--- config.mk ---
export PLATFORM = sky130hd
export DESIGN_NAME = glyph_cell_framebuffer_writer
export DESIGN_NICKNAME = d
export VERILOG_FILES = /design/src/hdl/gcfw_pkg.sv /design/src/hdl/gcfw_front.sv /design/src/hdl/gcfw_queue.sv /design/src/hdl/gcfw_back.sv /design/src/hdl/glyph_cell_framebuffer_writer.sv
export SDC_FILE = /design/constraint.sdc
export NUM_CORES = 1
export LEC_CHECK = 0
export ABC_AREA = 1
export BUFFER_PORTS_ARGS = -buffer_cell sky130_fd_sc_hd__buf_2
export CAP_MARGIN = 0
export CORE_ASPECT_RATIO = 1.25
export CORE_UTILIZATION = 56
export CTS_CLUSTER_SIZE = 28
export DETAILED_ROUTE_END_ITERATION = 16
export GPL_TIMING_DRIVEN = 0
export PLACE_DENSITY = 0.77
export SLEW_MARGIN = 20
export SYNTH_ARGS = -nofsm -noshare
export SYNTH_HDL_FRONTEND = slang
export SYNTH_SLANG_ARGS = --single-unit
--- constraint.sdc ---
create_clock -name clk -period 5.25 [get_ports clk]
set_input_delay 0.2625 -clock clk [delete_from_list [all_inputs] [get_ports clk]]
set_output_delay 0.2625 -clock clk [all_outputs]
set_load 0.03 [all_outputs]
--- src/hdl/gcfw_pkg.sv ---
// Shared types, constants and helpers for the glyph cell framebuffer writer.
// No dependencies; every other file refers to this package by scoped names.
package gcfw_pkg;

  // Glyph geometry: cells are always eight pixels wide
  localparam int CELL_WIDTH      = 8;
  localparam int CELL_HEIGHT_DEF = 16;
  localparam int STEP_W          = $clog2(CELL_WIDTH + 1);
  localparam int COL_SHIFT       = $clog2(CELL_WIDTH);
  localparam int PX_OFF_W        = 8 + COL_SHIFT + 3;

  // Request queue between front and back
  localparam int QUEUE_DEPTH = 4;

  // Configuration register indexes
  localparam int CFG_IDX_W = 3;
  localparam logic [CFG_IDX_W-1:0] REG_DISPLAY_READY    = 3'd0;
  localparam logic [CFG_IDX_W-1:0] REG_BYTES_PER_PIXEL  = 3'd1;
  localparam logic [CFG_IDX_W-1:0] REG_LINE_PITCH       = 3'd2;
  localparam logic [CFG_IDX_W-1:0] REG_FRAMEBUFFER_BASE = 3'd3;
  localparam logic [CFG_IDX_W-1:0] REG_COMMIT_THRESHOLD = 3'd4;

  // Configuration reset values
  localparam logic        RST_DISPLAY_READY    = 1'b0;
  localparam logic [2:0]  RST_BYTES_PER_PIXEL  = 3'd4;
  localparam logic [15:0] RST_LINE_PITCH       = 16'd4096;
  localparam logic [31:0] RST_FRAMEBUFFER_BASE = 32'd0;
  localparam logic [31:0] RST_COMMIT_THRESHOLD = 32'd4096;

  typedef enum logic [1:0] {
    OP_GLYPH = 2'd0,
    OP_BEGIN = 2'd1,
    OP_END   = 2'd2,
    OP_FLUSH = 2'd3
  } op_t;

  typedef enum logic [1:0] {
    KIND_PIXEL  = 2'd0,
    KIND_FRAME  = 2'd1,
    KIND_COMMIT = 2'd2
  } kind_t;

  // Live configuration seen by front and back
  typedef struct packed {
    logic        display_ready;
    logic [2:0]  bytes_per_pixel;
    logic [15:0] line_pitch;
    logic [31:0] framebuffer_base;
    logic [31:0] commit_threshold;
  } cfg_t;

  // One queued request: a glyph row (kind pixel) or a single control result
  typedef struct packed {
    kind_t                kind;
    logic                 commit;
    logic [31:0]          row_off;
    logic [PX_OFF_W-1:0]  px_off;
    logic [7:0]           bits;
    logic [31:0]          fg;
  } entry_t;

  // Map odd pixel sizes to one byte
  function automatic logic [2:0] eff_bpp(input logic [2:0] raw);
    logic [2:0] res;
    case (raw)
      3'd2, 3'd3, 3'd4: res = raw;
      default:          res = 3'd1;
    endcase
    return res;
  endfunction

  // Byte mask for an effective pixel size
  function automatic logic [31:0] bpp_mask(input logic [2:0] bpp);
    logic [31:0] res;
    case (bpp)
      3'd2:    res = 32'h0000_FFFF;
      3'd3:    res = 32'h00FF_FFFF;
      3'd4:    res = 32'hFFFF_FFFF;
      default: res = 32'h0000_00FF;
    endcase
    return res;
  endfunction

endpackage

--- src/hdl/gcfw_front.sv ---
// Front end: accepts input requests, tracks batch depth and pending count,
// and queues one command per request that yields results. Uses gcfw_pkg.
module gcfw_front #(
  parameter int CELL_HEIGHT = gcfw_pkg::CELL_HEIGHT_DEF
) (
  input  logic            clk,
  input  logic            rst_n,
  input  gcfw_pkg::cfg_t  cfg,
  input  logic            in_push,
  output logic            in_full,
  input  logic [1:0]      in_opcode,
  input  logic [7:0]      in_cell_column,
  input  logic [6:0]      in_cell_line,
  input  logic [3:0]      in_glyph_row_index,
  input  logic [7:0]      in_glyph_bits,
  input  logic [31:0]     in_fg_color,
  output logic            q_push,
  output gcfw_pkg::entry_t q_wdata,
  input  logic            q_full
);

  localparam int          PY_W     = $clog2(128 * CELL_HEIGHT + 16);
  localparam logic [31:0] PEND_INC = 32'(gcfw_pkg::CELL_WIDTH * CELL_HEIGHT);
  localparam logic [31:0] LAST_ROW = 32'(CELL_HEIGHT - 1);

  logic [7:0]  depth_r, depth_nxt;
  logic [31:0] pend_r, pend_nxt;

  logic                         accept;
  logic [2:0]                   bpp;
  logic [PY_W-1:0]              py;
  logic [PY_W+15:0]             prod;
  logic [gcfw_pkg::PX_OFF_W-1:0] px_off;
  logic                         last_row;
  logic [31:0]                  pend_add;
  logic                         want;
  gcfw_pkg::entry_t             ent;

  assign in_full = q_full;
  assign accept  = in_push && !q_full;
  assign bpp     = gcfw_pkg::eff_bpp(cfg.bytes_per_pixel);

  // Form row and column offsets of the glyph row
  assign py     = PY_W'(in_cell_line) * PY_W'(CELL_HEIGHT) + PY_W'(in_glyph_row_index);
  assign prod   = (PY_W + 16)'(py) * (PY_W + 16)'(cfg.line_pitch);
  assign px_off = gcfw_pkg::PX_OFF_W'({in_cell_column, {gcfw_pkg::COL_SHIFT{1'b0}}})
                * gcfw_pkg::PX_OFF_W'(bpp);

  assign last_row = ({28'd0, in_glyph_row_index} == LAST_ROW);
  assign pend_add = pend_r + PEND_INC;

  // Classify the request and update batch state
  always_comb begin
    depth_nxt      = depth_r;
    pend_nxt       = pend_r;
    want           = 1'b0;
    ent.kind       = gcfw_pkg::KIND_COMMIT;
    ent.commit     = 1'b0;
    ent.row_off    = 32'(prod);
    ent.px_off     = px_off;
    ent.bits       = in_glyph_bits;
    ent.fg         = in_fg_color;
    case (gcfw_pkg::op_t'(in_opcode))
      gcfw_pkg::OP_GLYPH: begin
        want     = 1'b1;
        ent.kind = gcfw_pkg::KIND_PIXEL;
        if (last_row) begin
          if (depth_r == 8'd0 && pend_add >= cfg.commit_threshold) begin
            ent.commit = 1'b1;
            pend_nxt   = 32'd0;
          end else begin
            pend_nxt = pend_add;
          end
        end
      end
      gcfw_pkg::OP_BEGIN: begin
        if (depth_r == 8'd0) begin
          want     = 1'b1;
          ent.kind = gcfw_pkg::KIND_FRAME;
        end
        if (depth_r != 8'hFF) depth_nxt = depth_r + 8'd1;
      end
      gcfw_pkg::OP_END: begin
        if (depth_r == 8'd0) begin
          want     = 1'b1;
          pend_nxt = 32'd0;
        end else begin
          depth_nxt = depth_r - 8'd1;
          if (depth_r == 8'd1) begin
            want     = 1'b1;
            pend_nxt = 32'd0;
          end
        end
      end
      gcfw_pkg::OP_FLUSH: begin
        want     = 1'b1;
        pend_nxt = 32'd0;
      end
      default: begin
        want = 1'b0;
      end
    endcase
  end

  assign q_push  = accept && cfg.display_ready && want;
  assign q_wdata = ent;

  // Hold batch state; advance only on accepted requests while the display is up
  always_ff @(posedge clk) begin
    if (!rst_n) begin
      depth_r <= 8'd0;
      pend_r  <= 32'd0;
    end else if (accept && cfg.display_ready) begin
      depth_r <= depth_nxt;
      pend_r  <= pend_nxt;
    end
  end

endmodule

--- src/hdl/gcfw_queue.sv ---
// Short request queue between the front and back ends. Uses gcfw_pkg.
// Register-based; per cycle one write unless full, one read unless empty.
module gcfw_queue (
  input  logic             clk,
  input  logic             rst_n,
  input  logic             push,
  input  gcfw_pkg::entry_t wdata,
  output logic             full,
  input  logic             pop,
  output gcfw_pkg::entry_t rdata,
  output logic             empty
);

  localparam int PTR_W = $clog2(gcfw_pkg::QUEUE_DEPTH);
  localparam int CNT_W = $clog2(gcfw_pkg::QUEUE_DEPTH + 1);

  gcfw_pkg::entry_t mem_r [gcfw_pkg::QUEUE_DEPTH];
  logic [PTR_W-1:0] wptr_r, rptr_r;
  logic [CNT_W-1:0] count_r;
  logic             do_push, do_pop;

  assign full    = (count_r == CNT_W'(gcfw_pkg::QUEUE_DEPTH));
  assign empty   = (count_r == '0);
  assign do_push = push && !full;
  assign do_pop  = pop && !empty;
  assign rdata   = mem_r[rptr_r];

  // Store the request payload
  always_ff @(posedge clk) begin
    if (do_push) mem_r[wptr_r] <= wdata;
  end

  // Advance pointers and fill count
  always_ff @(posedge clk) begin
    if (!rst_n) begin
      wptr_r  <= '0;
      rptr_r  <= '0;
      count_r <= '0;
    end else begin
      if (do_push) wptr_r <= wptr_r + PTR_W'(1);
      if (do_pop)  rptr_r <= rptr_r + PTR_W'(1);
      case ({do_push, do_pop})
        2'b10:   count_r <= count_r + CNT_W'(1);
        2'b01:   count_r <= count_r - CNT_W'(1);
        default: count_r <= count_r;
      endcase
    end
  end

endmodule

--- src/hdl/gcfw_back.sv ---
// Back end: expands queued requests into pixel writes, frame begins and
// commits, one result a cycle unless the output stalls. Uses gcfw_pkg.
module gcfw_back (
  input  logic             clk,
  input  logic             rst_n,
  input  gcfw_pkg::cfg_t   cfg,
  input  gcfw_pkg::entry_t q_rdata,
  input  logic             q_empty,
  output logic             q_pop,
  output logic             out_empty,
  input  logic             out_pop,
  output logic [1:0]       out_kind,
  output logic [31:0]      out_address,
  output logic [31:0]      out_pixel_data,
  output logic [2:0]       out_byte_count,
  output logic             out_last
);

  localparam logic [gcfw_pkg::STEP_W-1:0] LAST_PIX =
    gcfw_pkg::STEP_W'(gcfw_pkg::CELL_WIDTH - 1);
  localparam logic [gcfw_pkg::STEP_W-1:0] NUM_PIX =
    gcfw_pkg::STEP_W'(gcfw_pkg::CELL_WIDTH);

  // Request in progress
  logic                        act_r, act_nxt;
  gcfw_pkg::kind_t             kind_r, kind_nxt;
  logic                        commit_r, commit_nxt;
  logic [gcfw_pkg::STEP_W-1:0] step_r, step_nxt;
  logic [31:0]                 addr_r, addr_nxt;
  logic [7:0]                  bits_r, bits_nxt;
  logic [31:0]                 fg_r, fg_nxt;

  // Output register
  logic        ov_r, ov_nxt;
  gcfw_pkg::kind_t okind_r, okind_nxt;
  logic [31:0] oaddr_r, oaddr_nxt;
  logic [31:0] odata_r, odata_nxt;
  logic [2:0]  ocount_r, ocount_nxt;
  logic        olast_r, olast_nxt;

  logic                        src_valid, adv;
  gcfw_pkg::kind_t             s_kind;
  logic                        s_commit;
  logic [gcfw_pkg::STEP_W-1:0] s_step;
  logic [31:0]                 s_addr, head_addr;
  logic [7:0]                  s_bits;
  logic [31:0]                 s_fg;
  logic [2:0]                  bpp;
  logic                        is_pix, fin;

  assign bpp       = gcfw_pkg::eff_bpp(cfg.bytes_per_pixel);
  assign head_addr = cfg.framebuffer_base + q_rdata.row_off + 32'(q_rdata.px_off);

  // Pick the active request, or the queue head when none is in progress
  always_comb begin
    if (act_r) begin
      s_kind   = kind_r;
      s_commit = commit_r;
      s_step   = step_r;
      s_addr   = addr_r;
      s_bits   = bits_r;
      s_fg     = fg_r;
    end else begin
      s_kind   = q_rdata.kind;
      s_commit = q_rdata.commit;
      s_step   = '0;
      s_addr   = head_addr;
      s_bits   = q_rdata.bits;
      s_fg     = q_rdata.fg;
    end
  end

  assign src_valid = act_r || !q_empty;
  assign adv       = src_valid && (!ov_r || out_pop);
  assign q_pop     = adv && !act_r;
  assign is_pix    = (s_kind == gcfw_pkg::KIND_PIXEL) && (s_step < NUM_PIX);
  assign fin       = !is_pix || (s_step == LAST_PIX && !s_commit);

  // Form the next result and advance the request
  always_comb begin
    act_nxt    = act_r;
    kind_nxt   = kind_r;
    commit_nxt = commit_r;
    step_nxt   = step_r;
    addr_nxt   = addr_r;
    bits_nxt   = bits_r;
    fg_nxt     = fg_r;
    ov_nxt     = ov_r && !out_pop;
    okind_nxt  = okind_r;
    oaddr_nxt  = oaddr_r;
    odata_nxt  = odata_r;
    ocount_nxt = ocount_r;
    olast_nxt  = olast_r;
    if (adv) begin
      ov_nxt = 1'b1;
      if (is_pix) begin
        okind_nxt  = gcfw_pkg::KIND_PIXEL;
        oaddr_nxt  = s_addr;
        odata_nxt  = s_bits[7] ? (s_fg & gcfw_pkg::bpp_mask(bpp)) : 32'd0;
        ocount_nxt = bpp;
      end else begin
        okind_nxt  = (s_kind == gcfw_pkg::KIND_FRAME) ? gcfw_pkg::KIND_FRAME
                                                      : gcfw_pkg::KIND_COMMIT;
        oaddr_nxt  = 32'd0;
        odata_nxt  = 32'd0;
        ocount_nxt = 3'd0;
      end
      olast_nxt  = fin;
      act_nxt    = !fin;
      kind_nxt   = s_kind;
      commit_nxt = s_commit;
      step_nxt   = s_step + gcfw_pkg::STEP_W'(1);
      addr_nxt   = s_addr + 32'(bpp);
      bits_nxt   = {s_bits[6:0], 1'b0};
      fg_nxt     = s_fg;
    end
  end

  // Hold request progress and the output register
  always_ff @(posedge clk) begin
    if (!rst_n) begin
      act_r <= 1'b0;
      ov_r  <= 1'b0;
    end else begin
      act_r <= act_nxt;
      ov_r  <= ov_nxt;
    end
    kind_r   <= kind_nxt;
    commit_r <= commit_nxt;
    step_r   <= step_nxt;
    addr_r   <= addr_nxt;
    bits_r   <= bits_nxt;
    fg_r     <= fg_nxt;
    okind_r  <= okind_nxt;
    oaddr_r  <= oaddr_nxt;
    odata_r  <= odata_nxt;
    ocount_r <= ocount_nxt;
    olast_r  <= olast_nxt;
  end

  assign out_empty      = !ov_r;
  assign out_kind       = okind_r;
  assign out_address    = oaddr_r;
  assign out_pixel_data = odata_r;
  assign out_byte_count = ocount_r;
  assign out_last       = olast_r;

endmodule

--- src/hdl/glyph_cell_framebuffer_writer.sv ---
// Top level of the glyph cell framebuffer writer: configuration registers,
// front end, request queue and back end. Uses gcfw_pkg, gcfw_front,
// gcfw_queue and gcfw_back.
//
//   Channel  Handshake                    Moves
//   in_      push / full                  one request: opcode and glyph row
//   out_     empty / pop                  one result: pixel write, frame, commit
//   cfg_     valid / ready (ready is 1)   one register write by index
//
// A glyph row yields eight pixel writes, and a commit after them when it
// commits; a batch begin, batch end or flush that yields a result yields one,
// and requests that yield no result yield none. The back end gives one
// result per cycle while its output register is free or being popped; the
// front end takes one request a cycle until the four-entry queue fills.
// Reset is synchronous; it empties the queue and output register and clears
// batch depth and pending count. Either side may stall at any time.
module glyph_cell_framebuffer_writer #(
  parameter int CELL_HEIGHT = gcfw_pkg::CELL_HEIGHT_DEF
) (
  input  logic                           clk,
  input  logic                           rst_n,
  input  logic                           in_push,
  output logic                           in_full,
  input  logic [1:0]                     in_opcode,
  input  logic [7:0]                     in_cell_column,
  input  logic [6:0]                     in_cell_line,
  input  logic [3:0]                     in_glyph_row_index,
  input  logic [7:0]                     in_glyph_bits,
  input  logic [31:0]                    in_fg_color,
  output logic                           out_empty,
  input  logic                           out_pop,
  output logic [1:0]                     out_kind,
  output logic [31:0]                    out_address,
  output logic [31:0]                    out_pixel_data,
  output logic [2:0]                     out_byte_count,
  output logic                           out_last,
  input  logic                           cfg_valid,
  output logic                           cfg_ready,
  input  logic [gcfw_pkg::CFG_IDX_W-1:0] cfg_index,
  input  logic [31:0]                    cfg_data
);

  gcfw_pkg::cfg_t   cfg_r;
  gcfw_pkg::entry_t q_wdata, q_rdata;
  logic             q_push, q_full, q_pop, q_empty;

  assign cfg_ready = 1'b1;

  // Write configuration registers; unknown indexes are dropped
  always_ff @(posedge clk) begin
    if (!rst_n) begin
      cfg_r.display_ready    <= gcfw_pkg::RST_DISPLAY_READY;
      cfg_r.bytes_per_pixel  <= gcfw_pkg::RST_BYTES_PER_PIXEL;
      cfg_r.line_pitch       <= gcfw_pkg::RST_LINE_PITCH;
      cfg_r.framebuffer_base <= gcfw_pkg::RST_FRAMEBUFFER_BASE;
      cfg_r.commit_threshold <= gcfw_pkg::RST_COMMIT_THRESHOLD;
    end else if (cfg_valid) begin
      case (cfg_index)
        gcfw_pkg::REG_DISPLAY_READY:    cfg_r.display_ready    <= cfg_data[0];
        gcfw_pkg::REG_BYTES_PER_PIXEL:  cfg_r.bytes_per_pixel  <= cfg_data[2:0];
        gcfw_pkg::REG_LINE_PITCH:       cfg_r.line_pitch       <= cfg_data[15:0];
        gcfw_pkg::REG_FRAMEBUFFER_BASE: cfg_r.framebuffer_base <= cfg_data;
        gcfw_pkg::REG_COMMIT_THRESHOLD: cfg_r.commit_threshold <= cfg_data;
        default: begin
          cfg_r <= cfg_r;
        end
      endcase
    end
  end

  gcfw_front #(
    .CELL_HEIGHT(CELL_HEIGHT)
  ) u_front (
    .clk               (clk),
    .rst_n             (rst_n),
    .cfg               (cfg_r),
    .in_push           (in_push),
    .in_full           (in_full),
    .in_opcode         (in_opcode),
    .in_cell_column    (in_cell_column),
    .in_cell_line      (in_cell_line),
    .in_glyph_row_index(in_glyph_row_index),
    .in_glyph_bits     (in_glyph_bits),
    .in_fg_color       (in_fg_color),
    .q_push            (q_push),
    .q_wdata           (q_wdata),
    .q_full            (q_full)
  );

  gcfw_queue u_queue (
    .clk  (clk),
    .rst_n(rst_n),
    .push (q_push),
    .wdata(q_wdata),
    .full (q_full),
    .pop  (q_pop),
    .rdata(q_rdata),
    .empty(q_empty)
  );

  gcfw_back u_back (
    .clk           (clk),
    .rst_n         (rst_n),
    .cfg           (cfg_r),
    .q_rdata       (q_rdata),
    .q_empty       (q_empty),
    .q_pop         (q_pop),
    .out_empty     (out_empty),
    .out_pop       (out_pop),
    .out_kind      (out_kind),
    .out_address   (out_address),
    .out_pixel_data(out_pixel_data),
    .out_byte_count(out_byte_count),
    .out_last      (out_last)
  );

endmodule

## Word level (Yosys, flattened, before mapping)

Memories as Yosys holds them, arrays and structs flattened. A register that Yosys moved wholly into a read port is not among the register bits.
Index checks and enable logic that the tools add are counted.

| word-level totals | value |
|---|---|
| word-level logic and storage cells | 141 |
| memory bits (writable) | 328 |
| output and inout port bits | 73 |
| register bits after elaboration | 281 |
| memories | 1 |

Memory list:

| memory | words | width | rd ports | clocked after Yosys merged registers in | wr ports | line | RTL |
|---|---|---|---|---|---|---|---|
| u_queue.mem_r | 4 | 82 | 1 | 1 | 1 | gcfw_queue.sv:17 | `gcfw_pkg::entry_t mem_r [gcfw_pkg::QUEUE_DEPTH];` |

| cells by class | value |
|---|---|
| multiply operators | 2 |
| reductions and logical operators | 40 |
| bitwise operators | 1 |
| equality and inequality tests | 25 |
| muxes and demuxes | 34 |
| order comparisons | 2 |
| $add $sub $neg | 12 |

Operators with widths:

| cell | number |
|---|---|
| 32-bit 2-to-1 mux | 8 |
| 32-bit case mux with 3 select lines | 2 |
| 32-bit by 14-bit adder with 32-bit output | 1 |
| 32-bit by 3-bit adder with 32-bit output | 1 |
| 32-bit adder | 1 |
| 32-bit by 8-bit adder with 32-bit output (second input constant) | 1 |
| 32-bit bitwise AND | 1 |
| 32-bit greater-or-equal comparator | 1 |
| 12-bit by 16-bit multiplier with 28-bit output | 1 |
| 8-bit 2-to-1 mux | 3 |
| 3-bit by 2-bit == test with 1-bit output (second input constant) | 6 |
| 8-bit case mux with 2 select lines | 1 |
| 11-bit by 4-bit adder with 12-bit output | 1 |
| 3-bit == test (second input constant) | 4 |
| 2-bit AND reduction | 6 |
| 1-bit logical AND | 11 |
| 8-bit by 3-bit multiplier with 11-bit output | 1 |
| 1-bit 2-to-1 mux | 10 |
| 2-bit 2-to-1 mux | 5 |
| 8-bit by 1-bit adder with 8-bit output (second input constant) | 1 |
| 8-bit by 1-bit == test with 1-bit output (second input constant) | 1 |
| 1-bit zero test | 8 |
| 8-bit zero test | 1 |
| 8-bit inequality test (second input constant) | 1 |
| 27 further kinds | 39 |

## Depth between registers and ports, before layout

| depth | value |
|---|---|
| word-level depth | 8 |
| gate-level depth with buffers | 29 |
| gate-level depth less buffers | 25 |

## Cells and area by module

From an unflattened synthesis, not the netlist that was laid out.

| second synthesis, totals | value |
|---|---|
| cells, all modules | 4167 |
| area total of the unflattened synthesis | 37382.1 um^2 |

By module, submodules not included:

| module | instances | cells each | area an instance (um^2) |
|---|---|---|---|
| gcfw_queue | 1 | 931 | 13659.4 |
| gcfw_front | 1 | 1487 | 10196.0 |
| gcfw_back | 1 | 1245 | 10072.2 |
| glyph_cell_framebuffer_writer | 1 | 504 | 3454.6 |

## Worst setup path before layout

OpenSTA, ideal clock, no wires.

| timing path | value |
|---|---|
| path type | input to register |
| start | input in_cell_line[4] |
| end | memory u_queue.mem_r[0][77] (netlist bit), data pin |
| setup slack | -0.137 ns |
| arrival time | 5.115 ns |
| required time | 4.978 ns |
| buffers on the path | 2 |
| stages | 21 |
| cell sequence | clkbuf_1 clkbuf_1 nand2_1 fa_1 inv_1 fa_1 fa_1 fa_1 inv_1 fa_1 inv_1 ha_1 nand2_1 nor2_1 nand2_1 o21ai_0 a21oi_1 o21ai_1 nand3_1 and2_1 xnor2_1 |

RTL lines:

| item | line | RTL |
|---|---|---|
| from (decl) | glyph_cell_framebuffer_writer.sv:26 | `input logic [6:0] in_cell_line,` |
| to (decl) | gcfw_queue.sv:17 |  |

==> reports/metrics.csv <==
metric,value,unit
status,"complete, but fails checks",
violations,setup timing,
fmax,189.6,MHz
viasPerCell,5.566,
power_switching,8527,µW
power_density,490.4,mW/mm²
syn_area,0.03439,mm²
netlist_instances,3729,
comb_power_share,0.454,
critPathKind,register to register,
avgSynthCellArea,9.222,µm²
globalRoute.busiestLayer,met2,
p_sw_frac,0.4331,
async_flop_share,0,
layout.nets,4477,
crit_path_max_fanout,7,
avgRoutedWirePerCell,18.73,µm
dieArea,0.06241,mm²
antenna_found_initial,4,
ant_nets,0,
grt.met2_usage,0.5042,
clk-insertion-delay-late,0.66,ns
clock_power_share,0.210,
synth_cell_types,55,
hp-class,input pin to register,
setup-tns-final,-0.08383,ns
ctsLongestPathBuffers,3,
min_period_over_period,1.005,
cap_viol_max_count,0,
detailed_place_hpwl,65890,µm
fin_util,0.6605,
synth_warnings,0,
crit_arrival,5.71,ns
place_ws,-1.161,ns
numPortBuffers,160,
period_needed,5.274,ns
drive_gt1_frac,0.1295,
cp-end-kind,register,
seqPwrFrac,0.336,
grtUsageMet1,0.3583,
synth_ff_type,edfxtp_1,
wl,92270,µm
grt_setup_unrepaired,yes,
totalPowerFinal,19690,µW
seq_area_frac_synth,0.4902,
path_clk_slew,0.07,ns
required,5.69,ns
numCtsBuffers,56,
r2r_slack,-0.02,ns
grt_pass1_wl,141500,µm
fin_ws,-0.02384,ns
holdWs,0.08037,ns
grt_start_max_net_pins,78,
vdd_drop_max,406.7,µV
whs_endpoint,cfg_r[83],
r2r_cells,19,
drc,0,
yosysTopAreaCellShare,0.4157,
first_pass_iters,9,
worst_pin_slew,1.065,ns
r2r-end,u_queue.mem_r[2][74],
hold_depth,5,
skew,0.05653,ns
n_fill_cell,4562,
relSlewSlack,0.2886,
worstReg2RegStart,cfg_r[75],
ys_ff_latch,604,
gp_congestion,0.9283,
start_kind,register,
setup_viol,4,
die_h,279.1,µm
leakage,0.01784,µW
cts-htree-levels,2,
report.final.slew_viol_count,0,
grt_overflow,0,
start_util,0.5657,
core,0.06078,mm²
yosys.area.top_type,edfxtp_1,
tritoncts,done,
drt_iter0_drc,2513,
areaGrowthSynthToFinish,16.76,%
cts_num_sinks,604,
cts_root_buffer,clkbuf_16,
power.internal,11160,µW
hold_violations,0,
ioPinCount,174,
synth.area.top_cells,"edfxtp_1 42%, fa_1 8.6%, nand2_1 7.9%",
final_common_cell,nand2_1,
final_cell_mix,"718 x nand2_1, 596 x inv_1, 476 x edfxtp_1",
synth_enable_flop_cells,476,
die_w,223.6,µm
worstHoldStart,cfg_index[0],
gr-usage-all-layers,0.2918,
grtUsageMet3,0.04199,
num_rows,101,
grt_pass1_vias,26812,
syn_nets,4152,
vias,27415,
-- metrics by stage --
stage          std cells  area (µm²)
3_3_place_gp        4713       36230
4_1_cts             4910       39690
2_1_floorplan       3729       34390
6_report            4925       40150
5_1_grt             4924       40150
3_5_place_dp        4730       36670
-- repair_timing --
| action | in CTS | in global routing |
|---|---|---|
| endpoints found under the setup margin | 112 | 68 |
| setup buffers | 7 | 13 |
| hold buffers | 77 | 0 |
| gates resized for setup | 97 | 103 |
| pin swaps | 9 | 36 |
| hold endpoints to repair | 235 | 0 |
| cloned | 0 | 1 |
-- per-layer routing --
metal / routed length, µm / vias up
met5: 27 / -
li1: - / 12772
met4: 4924 / 4
met1: 34700 / 13030
met2: 45430 / 1337
met3: 7185 / 272
-- critical path, cell delays in order (launching register included) --
cell and delay [ns]:
dfxtp_4 0.41, buf_4 0.14, nand2_1 0.06, fa_1 0.51, inv_1 0.05, fa_1 0.47
fa_1 0.52, fa_1 0.55, inv_1 0.06, fa_1 0.55, inv_1 0.08, ha_4 0.31
nand2_1 0.12, nor2_2 0.14, inv_2 0.08, nor3_4 0.26, a21oi_2 0.11, o21bai_2 0.21
a31oi_2 0.14, xnor2_2 0.32
-- synthesized netlist by cell type (3+ instances only) --
master,count
o21bai_1,3
a21oi_1,170
nor2_4,5
buf_2,21
clkbuf_1,123
xnor2_1,24
o21ai_0,290
nand2_2,13
xor2_1,43
inv_1,602
dfxtp_1,128
fa_1,148
nand2_1,726
o21ai_1,6
or2_2,27
buf_1,4
nor3_1,21
clkinv_1,4
o22ai_1,73
o31ai_1,3
nor2_2,12
inv_2,11
o211ai_1,5
a21o_1,3
ha_1,174
nor4_1,5
nand3_2,4
nand4_1,30
edfxtp_1,476
nand3_1,123
nor2_1,406
o21a_1,4
a31oi_1,12
nor3_2,3
-- sequential cells by signal, summed over array words and instances, names as in the netlist, 3 cells and up, named ones only --
signal	cells
cfg_r	84
u_back.addr_r	32
u_back.bits_r	7
u_back.fg_r	32
u_back.out_address	32
u_back.out_byte_count	3
u_back.out_pixel_data	32
u_back.step_r	4
u_front.depth_r	8
u_front.pend_r	25
u_queue.count_r	3
u_queue.mem_r	328
-- final cells by class --
cell class                 count  area (µm²)  area share
sequential                   604       16900      0.4208
tap                          824        1031     0.02568
buffer                       142       750.7     0.01870
multi-input combinational   2358       15090      0.3758
inverter                     617        2331     0.05806
clock buffer                  65        1495     0.03724
timing repair buffer         275        2167     0.05397
clock inverter                38       384.1    0.009567
antenna                        2       5.005   0.0001246
-- how the worst max path moves through the flow --
stage                             from                   end  slack [ns]  cells past startpoint
floorplan              in_cell_line[4]  u_queue.mem_r[0][77]        0.06                     21
global placement    u_front.depth_r[0]   u_queue.mem_r[2][5]       -2.98                      8
detailed placement            register     u_back.addr_r[27]       -1.16                     26
CTS                          cfg_r[65]  u_queue.mem_r[2][74]       0.003                     19
global route                 cfg_r[72]  u_queue.mem_r[2][74]       -0.16                     19
finish                       cfg_r[75]  u_queue.mem_r[2][74]       -0.02                     19
-- power groups by stage --
| stage | clock [µW] | sequential, µW | combinational (µW) |
|---|---|---|---|
| after floorplan | 0 | 7270 | 5440 |
| final | 4140 | 6610 | 8950 |
| after detailed placement | 0 | 6680 | 8490 |
| after global routing | 4340 | 6660 | 9810 |
| after global placement | 0 | 6740 | 8450 |
| after CTS | 4170 | 6610 | 8690 |
-- cells by family after synthesis --
family          count (synthesis)  share of synthesized area
buf+inv                       767                    0.08470
flops                         604                     0.4902
fa+ha+maj                     322                     0.1495
compound gates                578                    0.08994
other cells                     1                  0.0001090
xor+xnor                       67                    0.01706
simple gates                 1390                     0.1685
Power figures use the tool's default switching activity.
